$ cat src/hdl/gto_pkg.sv
package gto_pkg;

  localparam int unsigned CordicStepsDefault = 24;
  localparam int unsigned IdxW = 5;
  localparam int unsigned SqrtSteps = 31;
  localparam int unsigned XW = 36;
  localparam int unsigned MulW = 33;

  localparam logic [23:0] RadiusReset = 24'd6378137;
  localparam logic signed [MulW-1:0] RadPerDegK = 33'sd18740330;
  localparam logic signed [XW-1:0] CordicGainInv = 36'sd652032874;
  localparam logic signed [XW-1:0] OneQ30 = 36'sd1073741824;
  localparam logic signed [33:0] FullDeg = 34'sd6039797760;
  localparam logic signed [33:0] HalfDeg = 34'sd3019898880;
  localparam logic signed [33:0] QuarterDeg = 34'sd1509949440;
  localparam logic [32:0] SpeedMax = 33'h1_FFFF_FFFF;
  localparam logic [47:0] TotalMax = 48'hFFFF_FFFF_FFFF;
  localparam logic [31:0] IndexMax = 32'hFFFF_FFFF;

  typedef struct packed {
    logic signed [30:0] latitude;
    logic signed [31:0] longitude;
  } in_t;

  typedef struct packed {
    logic [31:0] sample_index;
    logic [47:0] total_distance;
    logic [32:0] step_speed;
  } out_t;

  typedef enum logic [3:0] {
    OP_NONE,
    OP_LOAD,
    OP_ANGLE,
    OP_RAD,
    OP_ROT,
    OP_STORE,
    OP_MUL1,
    OP_MUL2,
    OP_MUL3,
    OP_MUL4,
    OP_SQRT_A,
    OP_SQRT_STEP,
    OP_SQRT_B,
    OP_VEC_INIT,
    OP_VEC,
    OP_SEG_UPDATE
  } op_e;

  typedef struct packed {
    op_e            op;
    logic           update;
    logic [1:0]     sel;
    logic [IdxW-1:0] idx;
  } cmd_t;

  typedef struct packed {
    logic have_prev;
    logic out_free;
  } sts_t;

  function automatic logic [31:0] atan_q30(input logic [IdxW-1:0] i);
    logic [31:0] r;
    case (i)
      5'd0:  r = 32'd843314856;
      5'd1:  r = 32'd497837829;
      5'd2:  r = 32'd263043836;
      5'd3:  r = 32'd133525158;
      5'd4:  r = 32'd67021686;
      5'd5:  r = 32'd33543515;
      5'd6:  r = 32'd16775850;
      5'd7:  r = 32'd8388437;
      5'd8:  r = 32'd4194282;
      5'd9:  r = 32'd2097149;
      5'd10: r = 32'd1048575;
      5'd11: r = 32'd524287;
      5'd12: r = 32'd262143;
      5'd13: r = 32'd131071;
      5'd14: r = 32'd65535;
      5'd15: r = 32'd32767;
      5'd16: r = 32'd16383;
      5'd17: r = 32'd8191;
      5'd18: r = 32'd4095;
      5'd19: r = 32'd2047;
      5'd20: r = 32'd1023;
      5'd21: r = 32'd511;
      5'd22: r = 32'd255;
      5'd23: r = 32'd127;
      5'd24: r = 32'd63;
      5'd25: r = 32'd31;
      5'd26: r = 32'd15;
      5'd27: r = 32'd7;
      5'd28: r = 32'd3;
      5'd29: r = 32'd1;
      default: r = 32'd0;
    endcase
    return r;
  endfunction

endpackage

$ cat src/hdl/gto_ctrl.sv
module gto_ctrl #(
  parameter int unsigned CORDIC_STEPS = gto_pkg::CordicStepsDefault
) (
  input  logic          clk_i,
  input  logic          rst_ni,
  input  logic          in_valid_i,
  output logic          in_ready_o,
  input  gto_pkg::sts_t sts_i,
  output gto_pkg::cmd_t cmd_o
);

  typedef enum logic [3:0] {
    S_IDLE, S_ANGLE, S_RAD, S_ROT, S_STORE, S_MUL, S_SQRT_A, S_SQRT_STEP_A,
    S_SQRT_B, S_SQRT_STEP_B, S_VEC_INIT, S_VEC, S_FINISH
  } state_e;

  localparam logic [gto_pkg::IdxW-1:0] CordicLast = gto_pkg::IdxW'(CORDIC_STEPS - 1);
  localparam logic [gto_pkg::IdxW-1:0] SqrtLast = gto_pkg::IdxW'(gto_pkg::SqrtSteps - 1);

  state_e state_q, state_d;
  logic [1:0] sel_q, sel_d;
  logic [gto_pkg::IdxW-1:0] cnt_q, cnt_d;

  always_comb begin
    state_d = state_q;
    sel_d = sel_q;
    cnt_d = cnt_q;
    cmd_o.op = gto_pkg::OP_NONE;
    cmd_o.update = 1'b0;
    cmd_o.sel = sel_q;
    cmd_o.idx = cnt_q;
    case (state_q)
      S_IDLE: begin
        if (in_valid_i) begin
          cmd_o.op = gto_pkg::OP_LOAD;
          sel_d = 2'd0;
          cnt_d = '0;
          state_d = sts_i.have_prev ? S_ANGLE : S_FINISH;
        end
      end
      S_ANGLE: begin
        cmd_o.op = gto_pkg::OP_ANGLE;
        state_d = S_RAD;
      end
      S_RAD: begin
        cmd_o.op = gto_pkg::OP_RAD;
        cnt_d = '0;
        state_d = S_ROT;
      end
      S_ROT: begin
        cmd_o.op = gto_pkg::OP_ROT;
        cnt_d = cnt_q + 1'b1;
        if (cnt_q == CordicLast) begin
          state_d = S_STORE;
        end
      end
      S_STORE: begin
        cmd_o.op = gto_pkg::OP_STORE;
        cnt_d = '0;
        sel_d = sel_q + 1'b1;
        state_d = (sel_q == 2'd3) ? S_MUL : S_ANGLE;
      end
      S_MUL: begin
        case (cnt_q[1:0])
          2'd0: cmd_o.op = gto_pkg::OP_MUL1;
          2'd1: cmd_o.op = gto_pkg::OP_MUL2;
          2'd2: cmd_o.op = gto_pkg::OP_MUL3;
          default: cmd_o.op = gto_pkg::OP_MUL4;
        endcase
        cnt_d = cnt_q + 1'b1;
        if (cnt_q[1:0] == 2'd3) begin
          state_d = S_SQRT_A;
        end
      end
      S_SQRT_A: begin
        cmd_o.op = gto_pkg::OP_SQRT_A;
        cnt_d = '0;
        state_d = S_SQRT_STEP_A;
      end
      S_SQRT_STEP_A, S_SQRT_STEP_B: begin
        cmd_o.op = gto_pkg::OP_SQRT_STEP;
        cnt_d = cnt_q + 1'b1;
        if (cnt_q == SqrtLast) begin
          state_d = (state_q == S_SQRT_STEP_A) ? S_SQRT_B : S_VEC_INIT;
        end
      end
      S_SQRT_B: begin
        cmd_o.op = gto_pkg::OP_SQRT_B;
        cnt_d = '0;
        state_d = S_SQRT_STEP_B;
      end
      S_VEC_INIT: begin
        cmd_o.op = gto_pkg::OP_VEC_INIT;
        cnt_d = '0;
        state_d = S_VEC;
      end
      S_VEC: begin
        cmd_o.op = gto_pkg::OP_VEC;
        cnt_d = cnt_q + 1'b1;
        if (cnt_q == CordicLast) begin
          state_d = S_FINISH;
        end
      end
      S_FINISH: begin
        cmd_o.op = gto_pkg::OP_SEG_UPDATE;
        if (sts_i.out_free) begin
          cmd_o.update = 1'b1;
          state_d = S_IDLE;
        end
      end
      default: state_d = S_IDLE;
    endcase
  end

  assign in_ready_o = (state_q == S_IDLE);

  always_ff @(posedge clk_i or negedge rst_ni) begin
    if (!rst_ni) begin
      state_q <= S_IDLE;
      sel_q <= 2'd0;
      cnt_q <= '0;
    end else begin
      state_q <= state_d;
      sel_q <= sel_d;
      cnt_q <= cnt_d;
    end
  end

endmodule

$ cat config.mk
export PLATFORM = sky130hd
export DESIGN_NAME = gto_ctrl
export DESIGN_NICKNAME = d
export VERILOG_FILES = /design/src/hdl/gto_pkg.sv /design/src/hdl/gto_ctrl.sv
export SDC_FILE = /design/constraint.sdc
export NUM_CORES = 1
export LEC_CHECK = 0
export BUFFER_PORTS_ARGS = -buffer_cell sky130_fd_sc_hd__buf_2
export CORE_MARGIN = 2
export CORE_UTILIZATION = 45
export DETAILED_ROUTE_END_ITERATION = 16
export GPL_ROUTABILITY_DRIVEN = 1
export PLACE_DENSITY_LB_ADDON = 0.05
export SYNTH_ARGS = -nofsm -noshare
export SYNTH_HDL_FRONTEND = slang
export SYNTH_SLANG_ARGS = --single-unit
$ cat constraint.sdc
create_clock -name clk_i -period 2.05 [get_ports clk_i]
set_input_delay 0.3075 -clock clk_i [delete_from_list [all_inputs] [get_ports clk_i]]
set_output_delay 0.3075 -clock clk_i [all_outputs]
set_load 0.05 [all_outputs]
Yosys cells after proc, flatten, opt, wreduce, memory -nomap -nowiden
Cells that the tools add are included.
- register bits: 11
- logic and storage cells: 58
- $add $sub $neg: 2
- equal/unequal tests: 24
- multiplexer cells: 19
- reductions and logical operators: 10
- operators by type and width (cell ; count):
    $pmux W4 S12 ; 2
    $mux W4 ; 7
    $eq A4 B4 Y1 const B ; 5
    $eq A4 B3 Y1 const B ; 4
    $pmux W5 S3 ; 1
    $ne A2 B2 Y1 const B ; 6
    $pmux W4 S3 ; 1
    $eq A5 B5 Y1 const B ; 2
    $reduce_or A5 Y1 ; 2
    $eq A4 B2 Y1 const B ; 2
    $eq A2 B2 Y1 const B ; 3
    $reduce_and A6 Y1 ; 1
    $add A5 B1 Y5 const B ; 1
    $mux W5 ; 1
    $eq A4 B1 Y1 const B ; 1
    $logic_not A4 Y1 ; 1
    $mux W2 ; 2
    $pmux W2 S2 ; 1
    $reduce_and A2 Y1 ; 2
    $mux W1 ; 3
    $mux W3 ; 1
    $reduce_bool A3 Y1 ; 1
    $add A2 B1 Y2 const B ; 1
    $eq A2 B1 Y1 const B ; 1
    other kinds (3) ; 3

Depth between registers and ports, before layout
Gate-level depths: netlist of run 1.
- depth after elaboration: 4
- mapped depth: 7
- mapped depth without buffers: 7

Least setup slack after synthesis of run 1
Ideal clock, no wire load.
- kind: flip-flop to output port
- start point: register state_q[1]
- end point: output cmd_o[7] in the netlist's numbering
- data arrival time: 2.455 ns
- data required time: 1.742 ns
- setup slack: -0.712 ns
- stages on the path, launching flop included: 4
- cell sequence: dfrtp_1 buf_2 clkbuf_1 nor4b_1
- RTL lines (item ; line ; source):
    from (decl) ; gto_ctrl.sv:20 ; state_e state_q, state_d;
    from (signal assigned) ; gto_ctrl.sv:123 ; state_q <= state_d;
    to (decl) ; gto_ctrl.sv:9 ; output gto_pkg::cmd_t cmd_o

==> impl_metrics.csv, run 1 <==
group,metric,value,unit
outcome,outcome,"finished, final reports clean",
timing,finClkSkew,0.00438,ns
global_routing,grt_use_total,19.9,%
timing,min_period,2.01,ns
floorplan,die_area,2490,um^2
critical_path,worstSetupEndpointType,"output pin",
synthesis,yosys_warnings,0,
final_layout,post-route-cell-area,1220,um^2
synthesis,async_reset_ff_share,100,%
synthesis,synth_top_flop_cell,"dfrtp_1",
cts,clock_sinks,11,
drt,drc,0,
critical_path,crit_path_max_fanout,5,
min_path,hp-class,"in2async",
timing,slew_headroom,65.8,%
drt,ant_nets,0,
synthesis,yosysMostFrequentCell,"o21ai_0",
synthesis,synthDistinctLibCells,35,
synthesis,ys_top_cells_by_area,"dfrtp_1 (29%), o21ai_0 (8.4%), ha_1 (7.9%), nand2_1 (4.7%), buf_2 (3.7%)",
placed_design,dp_hpwl,1660,um
timing,timing.fmax,0.496,GHz
global_routing,antenna_found_initial,0,
cts,ctsRootBufferMaster,"clkbuf_4",
timing,final_max_slew_viol_count,0,
synthesis,synth-seq-cells,11,
drt,avgViaCountPerCell,5.65,
cts,cts_buffer_depth,2,
placed_design,place_area,1120,um^2
cts,clk_pin_slew,0.08,ns
final_layout,drive_above_1_share,33.6,%
timing,fin_crit_sh,98.3,%
cts,cts_made_buffers,3,
placed_design,routabilityCongestion,0.787,
global_routing,grt.overflow.total,0,
timing,setup_viol,0,
drt,dr_total_vias,960,
floorplan,num_rows,16,
synthesis,synth_common_cells,"o21ai_0 (16), nand2_1 (12), dfrtp_1 (11)",
synthesis,avgSynthCellArea,8.05,um^2
synthesis,yosysSeqAreaShare,29.0,%
cts,clk_latency,0.27,ns
global_routing,grt_pass1_vias,868,
synthesis,synth-edff-count,0,
critical_path,crit_path_start_kind,"flip-flop",
floorplan,die_w,49.9,um
final_layout,insertedDiodeCount,0,
final_layout,final_net_count,155,
floorplan,ios,18,
critical_path,setup.worst_path.class,"reg2out",
drt,first_pass_iters,4,
timing,grt_setup_unrepaired,"yes",
synthesis,netlist_area,950,um^2
synthesis,synthesis.nets,129,
floorplan,floorplan.initialDensity,47.9,%
placed_design,portBuffers,17,
global_routing,grt_pass1_wl,3900,um
timing,finalHoldViolCount,0,
cts,cts_max_level,1,
timing,tightest_slew,0.512,ns
synthesis,yosysTopAreaCell,"dfrtp_1",
synthesis,synth_top_area_share,29.0,%
floorplan,core-area,1980,um^2
job,max-cap-violations,0,
drt,finalWirelength,2250,um
floorplan,die_h,49.9,um
synthesis,syn_inst,118,
critical_path,arrival,1.71,ns
critical_path,required,1.74,ns
cts,tritoncts,"done",
global_routing,grt_max_degree,17,
drt,drtIter0Drc,39,
drt,routedWlPerCell,13.3,um
final_layout,syn2layout_area_growth,28.2,%
[registers in the layout, summed over array words and instances, names as in the netlist]
| register | count |
|---|---|
| state_q | 4 |
| sel_q | 2 |
| cnt_q | 5 |
[cells in the final DEF, fill, tap and decap left out, types with 5 or more instances in the layout]
master   synthesis  routed
buf_4            1      13
o21ai_0         16      14
a21oi_1          6       5
dfrtp_1         11       6
nor2b_1          5       5
nor2_1           7       7
nor3_1           5       5
nand2_1         12      12
ha_1             6       5
buf_2            7      14
dfrtp_2          0       5
[layer usage]
| metal | routed length, um | GRT usage (%) | part of all wire, % | up-vias |
|---|---|---|---|---|
| met5 | 0 | 0 | 0 | - |
| met4 | 13 | 6.94 | 0.58 | 0 |
| met3 | 78 | 0.909 | 3.5 | 2 |
| met2 | 1080 | 34.2 | 48 | 32 |
| met1 | 1090 | 26.5 | 48 | 445 |
| li1 | - | - | - | 481 |
[cells by family (layout without fill, tap and decap cells)]
family / Yosys count / in the layout / synth area share, %
AND/OR/NAND/NOR: 45 / 45 / 26.6
AO/OA/AOI/OAI: 43 / 43 / 30.0
buffers and inverters: 13 / 38 / 6.45
flip-flops: 11 / 11 / 29.0
adder cells (fa/ha/maj): 6 / 6 / 7.90
[worst max-delay path, stage by stage (launching register included)]
cell,delay [ns]
dfrtp_2,0.44
inv_1,0.08
ha_1,0.17
nor2_1,0.07
o31ai_1,0.24
o21ai_1,0.13
o21ai_2,0.14
buf_6,0.17
[layout make-up]
type / count / area, um^2
fill: 179 / 764
multi-input combinational: 94 / 652
sequential: 11 / 282
timing repair buffer: 30 / 209
tap: 27 / 33.8
clock buffer: 4 / 26.3
inverter: 4 / 15.0
[path summary, 6_finish.rpt]
| kind | startpoint | cells after the start | slack, ns | end |
|---|---|---|---|---|
| setup / recovery | cnt_q[1] | 7 | 0.04 | cmd_o[10] |
| hold reg to reg | cnt_q[4] | 1 | 0.51 | cnt_q[4] |
| hold / removal | rst_ni | 2 | 0.43 | cnt_q[4] |
| max in group asynchronous | rst_ni | 2 | 1.39 | state_q[0] |
| min in group clk_i | in_valid_i | 4 | 0.46 | sel_q[0] |
| setup reg to reg | state_q[1] | 5 | 0.27 | cnt_q[3] |
[through the flow]
stage | utilization, % | TNS, ns | hold slack (ns) | worst slack [ns] | instances
after floorplan | - | -0.0861 | 0.0119 | -0.0861 | 118
after global placement | 56.8 | 0 | 0.193 | 0.237 | 161
after detailed placement | 56.8 | 0 | 0.200 | 0.179 | 161
after CTS | 59.3 | 0 | 0.442 | 0.0101 | 166
after global routing | 61.4 | -0.0229 | 0.448 | -0.0229 | 170
final | 61.4 | 0 | 0.429 | 0.0352 | 170
[what timing repair did]
| action | CTS | global route |
|---|---|---|
| hold buffers | 1 | 0 |
| cloned | 0 | 0 |
| endpoints found under the setup margin | 3 | 4 |
| gates resized for setup | 7 | 5 |
| hold endpoints to repair | 11 | 0 |
| buffers inserted | 0 | 4 |
| pin swaps | 0 | 1 |
Power of run 1 is left out: the tool's default activity adds up to more than one toggle a clock period on the data nets, which glitch-free logic cannot reach.
==> inputs of run 2 (changes only) <==
--- a/config.mk
+++ b/config.mk
@@ -11,6 +11,7 @@
 export DETAILED_ROUTE_END_ITERATION = 16
 export GPL_ROUTABILITY_DRIVEN = 1
 export PLACE_DENSITY_LB_ADDON = 0.05
+export SKIP_CTS_REPAIR_TIMING = 1
 export SYNTH_ARGS = -nofsm -noshare
 export SYNTH_HDL_FRONTEND = slang
 export SYNTH_SLANG_ARGS = --single-unit
==> constraint.sdc (replaced) <==
create_clock -name clk_i -period 2.05 [get_ports clk_i]
set_input_delay 0.41 -clock clk_i [delete_from_list [all_inputs] [get_ports clk_i]]
set_output_delay 0.41 -clock clk_i [all_outputs]
set_load 0.05 [all_outputs]
==> run 2 against run 1 <==
- the flow now finishes with violations (setup timing)
- first-iteration DRC count shrank 49%
- count of clock-buffer cells in the layout stayed put
- flip-flop and latch count unchanged
- clock skew down 0.0041 ns
- sequential share of layout area is 0.46 points lower
- via count decreased by 1.4%
- critical path type unchanged
- utilization is 0.69 points higher
- wire length is 3.1% higher
==> impl_metrics.csv, run 2 (synthesized netlist as in run 1, its figures left out) <==
group,metric,value,unit
floorplan,core-area,1980,um^2
floorplan,num_rows,16,
critical_path,cp_top_family,"compound AO/OA/AOI/OAI gates",
cts,clock_sinks,11,
global_routing,grt_pass1_wl,3930,um
final_layout,drive_above_1_share,35.5,%
placed_design,portBuffers,17,
final_layout,fillers,177,
global_routing,grt_max_degree,19,
drt,avgViaCountPerCell,5.64,
outcome,outcome,"finished with violations",
floorplan,die_w,49.9,um
drt,drtIter0Drc,20,
drt,first_pass_iters,4,
placed_design,dp_slack,0.100,ns
cts,cts_buffer_depth,2,
critical_path,crit_buf_inv,2,
placed_design,routabilityCongestion,0.746,
cts,tritoncts,"done",
timing,finClkSkew,0.000236,ns
timing,worst_slack,-0.00549,ns
critical_path,crit_path_cell_trace,"inv_4, ha_4, nor2_4, o31ai_4, o21ai_1, o21ai_2, buf_6",
timing,grt_setup_unrepaired,"yes",
drt,dr_total_vias,947,
timing,tightest_slew,0.385,ns
final_layout,final_cell_mix,"buf_2 (14), o21ai_0 (12), nand2_1 (12)",
global_routing,grt_pass1_vias,856,
final_layout,final_net_count,153,
final_layout,insertedDiodeCount,0,
timing,timing.fmax,0.487,GHz
global_routing,grt_use_total,20.3,%
cts,cts_max_level,1,
drt,finalWirelength,2320,um
outcome,violations,"setup timing",
critical_path,worstSetupEndpointType,"output pin",
final_layout,syn2layout_area_growth,29.6,%
timing,setup_viol,1,
timing,slew_headroom,74.3,%
final_layout,largest_register,"cnt_q",
cts,cts_made_buffers,3,
global_routing,grt.overflow.total,0,
floorplan,die_h,49.9,um
final_layout,largestRegisters,"cnt_q x5, state_q x4, sel_q x2",
final_layout,final_common_cell,"buf_2",
critical_path,crit_path_max_fanout,5,
timing,fin_crit_sh,100,%
drt,routedWlPerCell,13.8,um
cts,ctsRootBufferMaster,"clkbuf_4",
cts,clk_pin_slew,0.07,ns
critical_path,slowest_stage,"dfrtp_2",
drt,drc,0,
critical_path,required,1.64,ns
timing,min_period,2.06,ns
timing,finalHoldViolCount,0,
critical_path,crit_path_start_kind,"flip-flop",
placed_design,dp_hpwl,1650,um
drt,ant_nets,0,
min_path,hp-class,"in2async",
global_routing,antenna_found_initial,0,
timing,final_max_slew_viol_count,0,
critical_path,arrival,1.65,ns
final_layout,largest_reg_flops,5,
timing,holdWs,0.00105,ns
floorplan,ios,18,
critical_path,slowest_delay,0.45,ns
floorplan,floorplan.initialDensity,47.9,%
cts,clk_latency,0.27,ns
critical_path,setup.worst_path.class,"reg2out",
job,max-cap-violations,0,
floorplan,die_area,2490,um^2
-- run 2: cell count changes in the layout (fill, tap and decap cells not counted), sizes merged --
cell	before	now
buf	29	28
dlygate4sd3	1	0
-- run 2: final timing paths --
kind,start,end,slack (ns),depth (start not counted)
setup / recovery,cnt_q[1],cmd_o[10],-0.005,7
hold / removal,rst_ni,sel_q[0],0.001,1
setup reg to reg,state_q[2],cnt_q[3],0.29,6
hold reg to reg,cnt_q[4],cnt_q[4],0.51,1
max in group asynchronous,rst_ni,cnt_q[1],1.82,1
min in group clk_i,cnt_q[4],cnt_q[4],0.51,1
-- run 2: worst register-to-register path, stage by stage, from the launching register on --
cell	delay [ns]
dfrtp_1	0.43
buf_4	0.21
or3_1	0.42
o21ai_2	0.29
nor3_1	0.09
a21oi_1	0.11
o21ai_0	0.08
-- run 2: layer usage --
metal  vias to the layer above  global-route usage (%)  share of wire [%]  wire [um]
li1                        481                       -                  -          -
met4                         0                    5.56               0.56         13
met2                        22                    31.3                 46       1080
met5                         -                       0                  0          0
met1                       442                    29.4                 49       1150
met3                         2                    3.03                3.7         85
-- run 2: metrics by stage --
stage / util [%] / std cells / area, um^2 / TNS [ns]
floorplan: - / 118 / 972 / -0.329
global placement: 55.0 / 159 / 1090 / 0
detailed placement: 55.0 / 159 / 1090 / 0
CTS: 56.3 / 163 / 1120 / -0.460
global route: 62.1 / 168 / 1230 / -0.299
finish: 62.1 / 168 / 1230 / -0.00549
-- run 2: layout make-up --
type	count	area [um^2]	share of cell area (%)
inverter	4	17.5	1.42
timing repair buffer	28	186	15.1
sequential	11	279	22.7
clock buffer	4	26.3	2.13
multi-input combinational	94	688	55.9
tap	27	33.8	2.74
Power of run 2 is left out for the same reason.
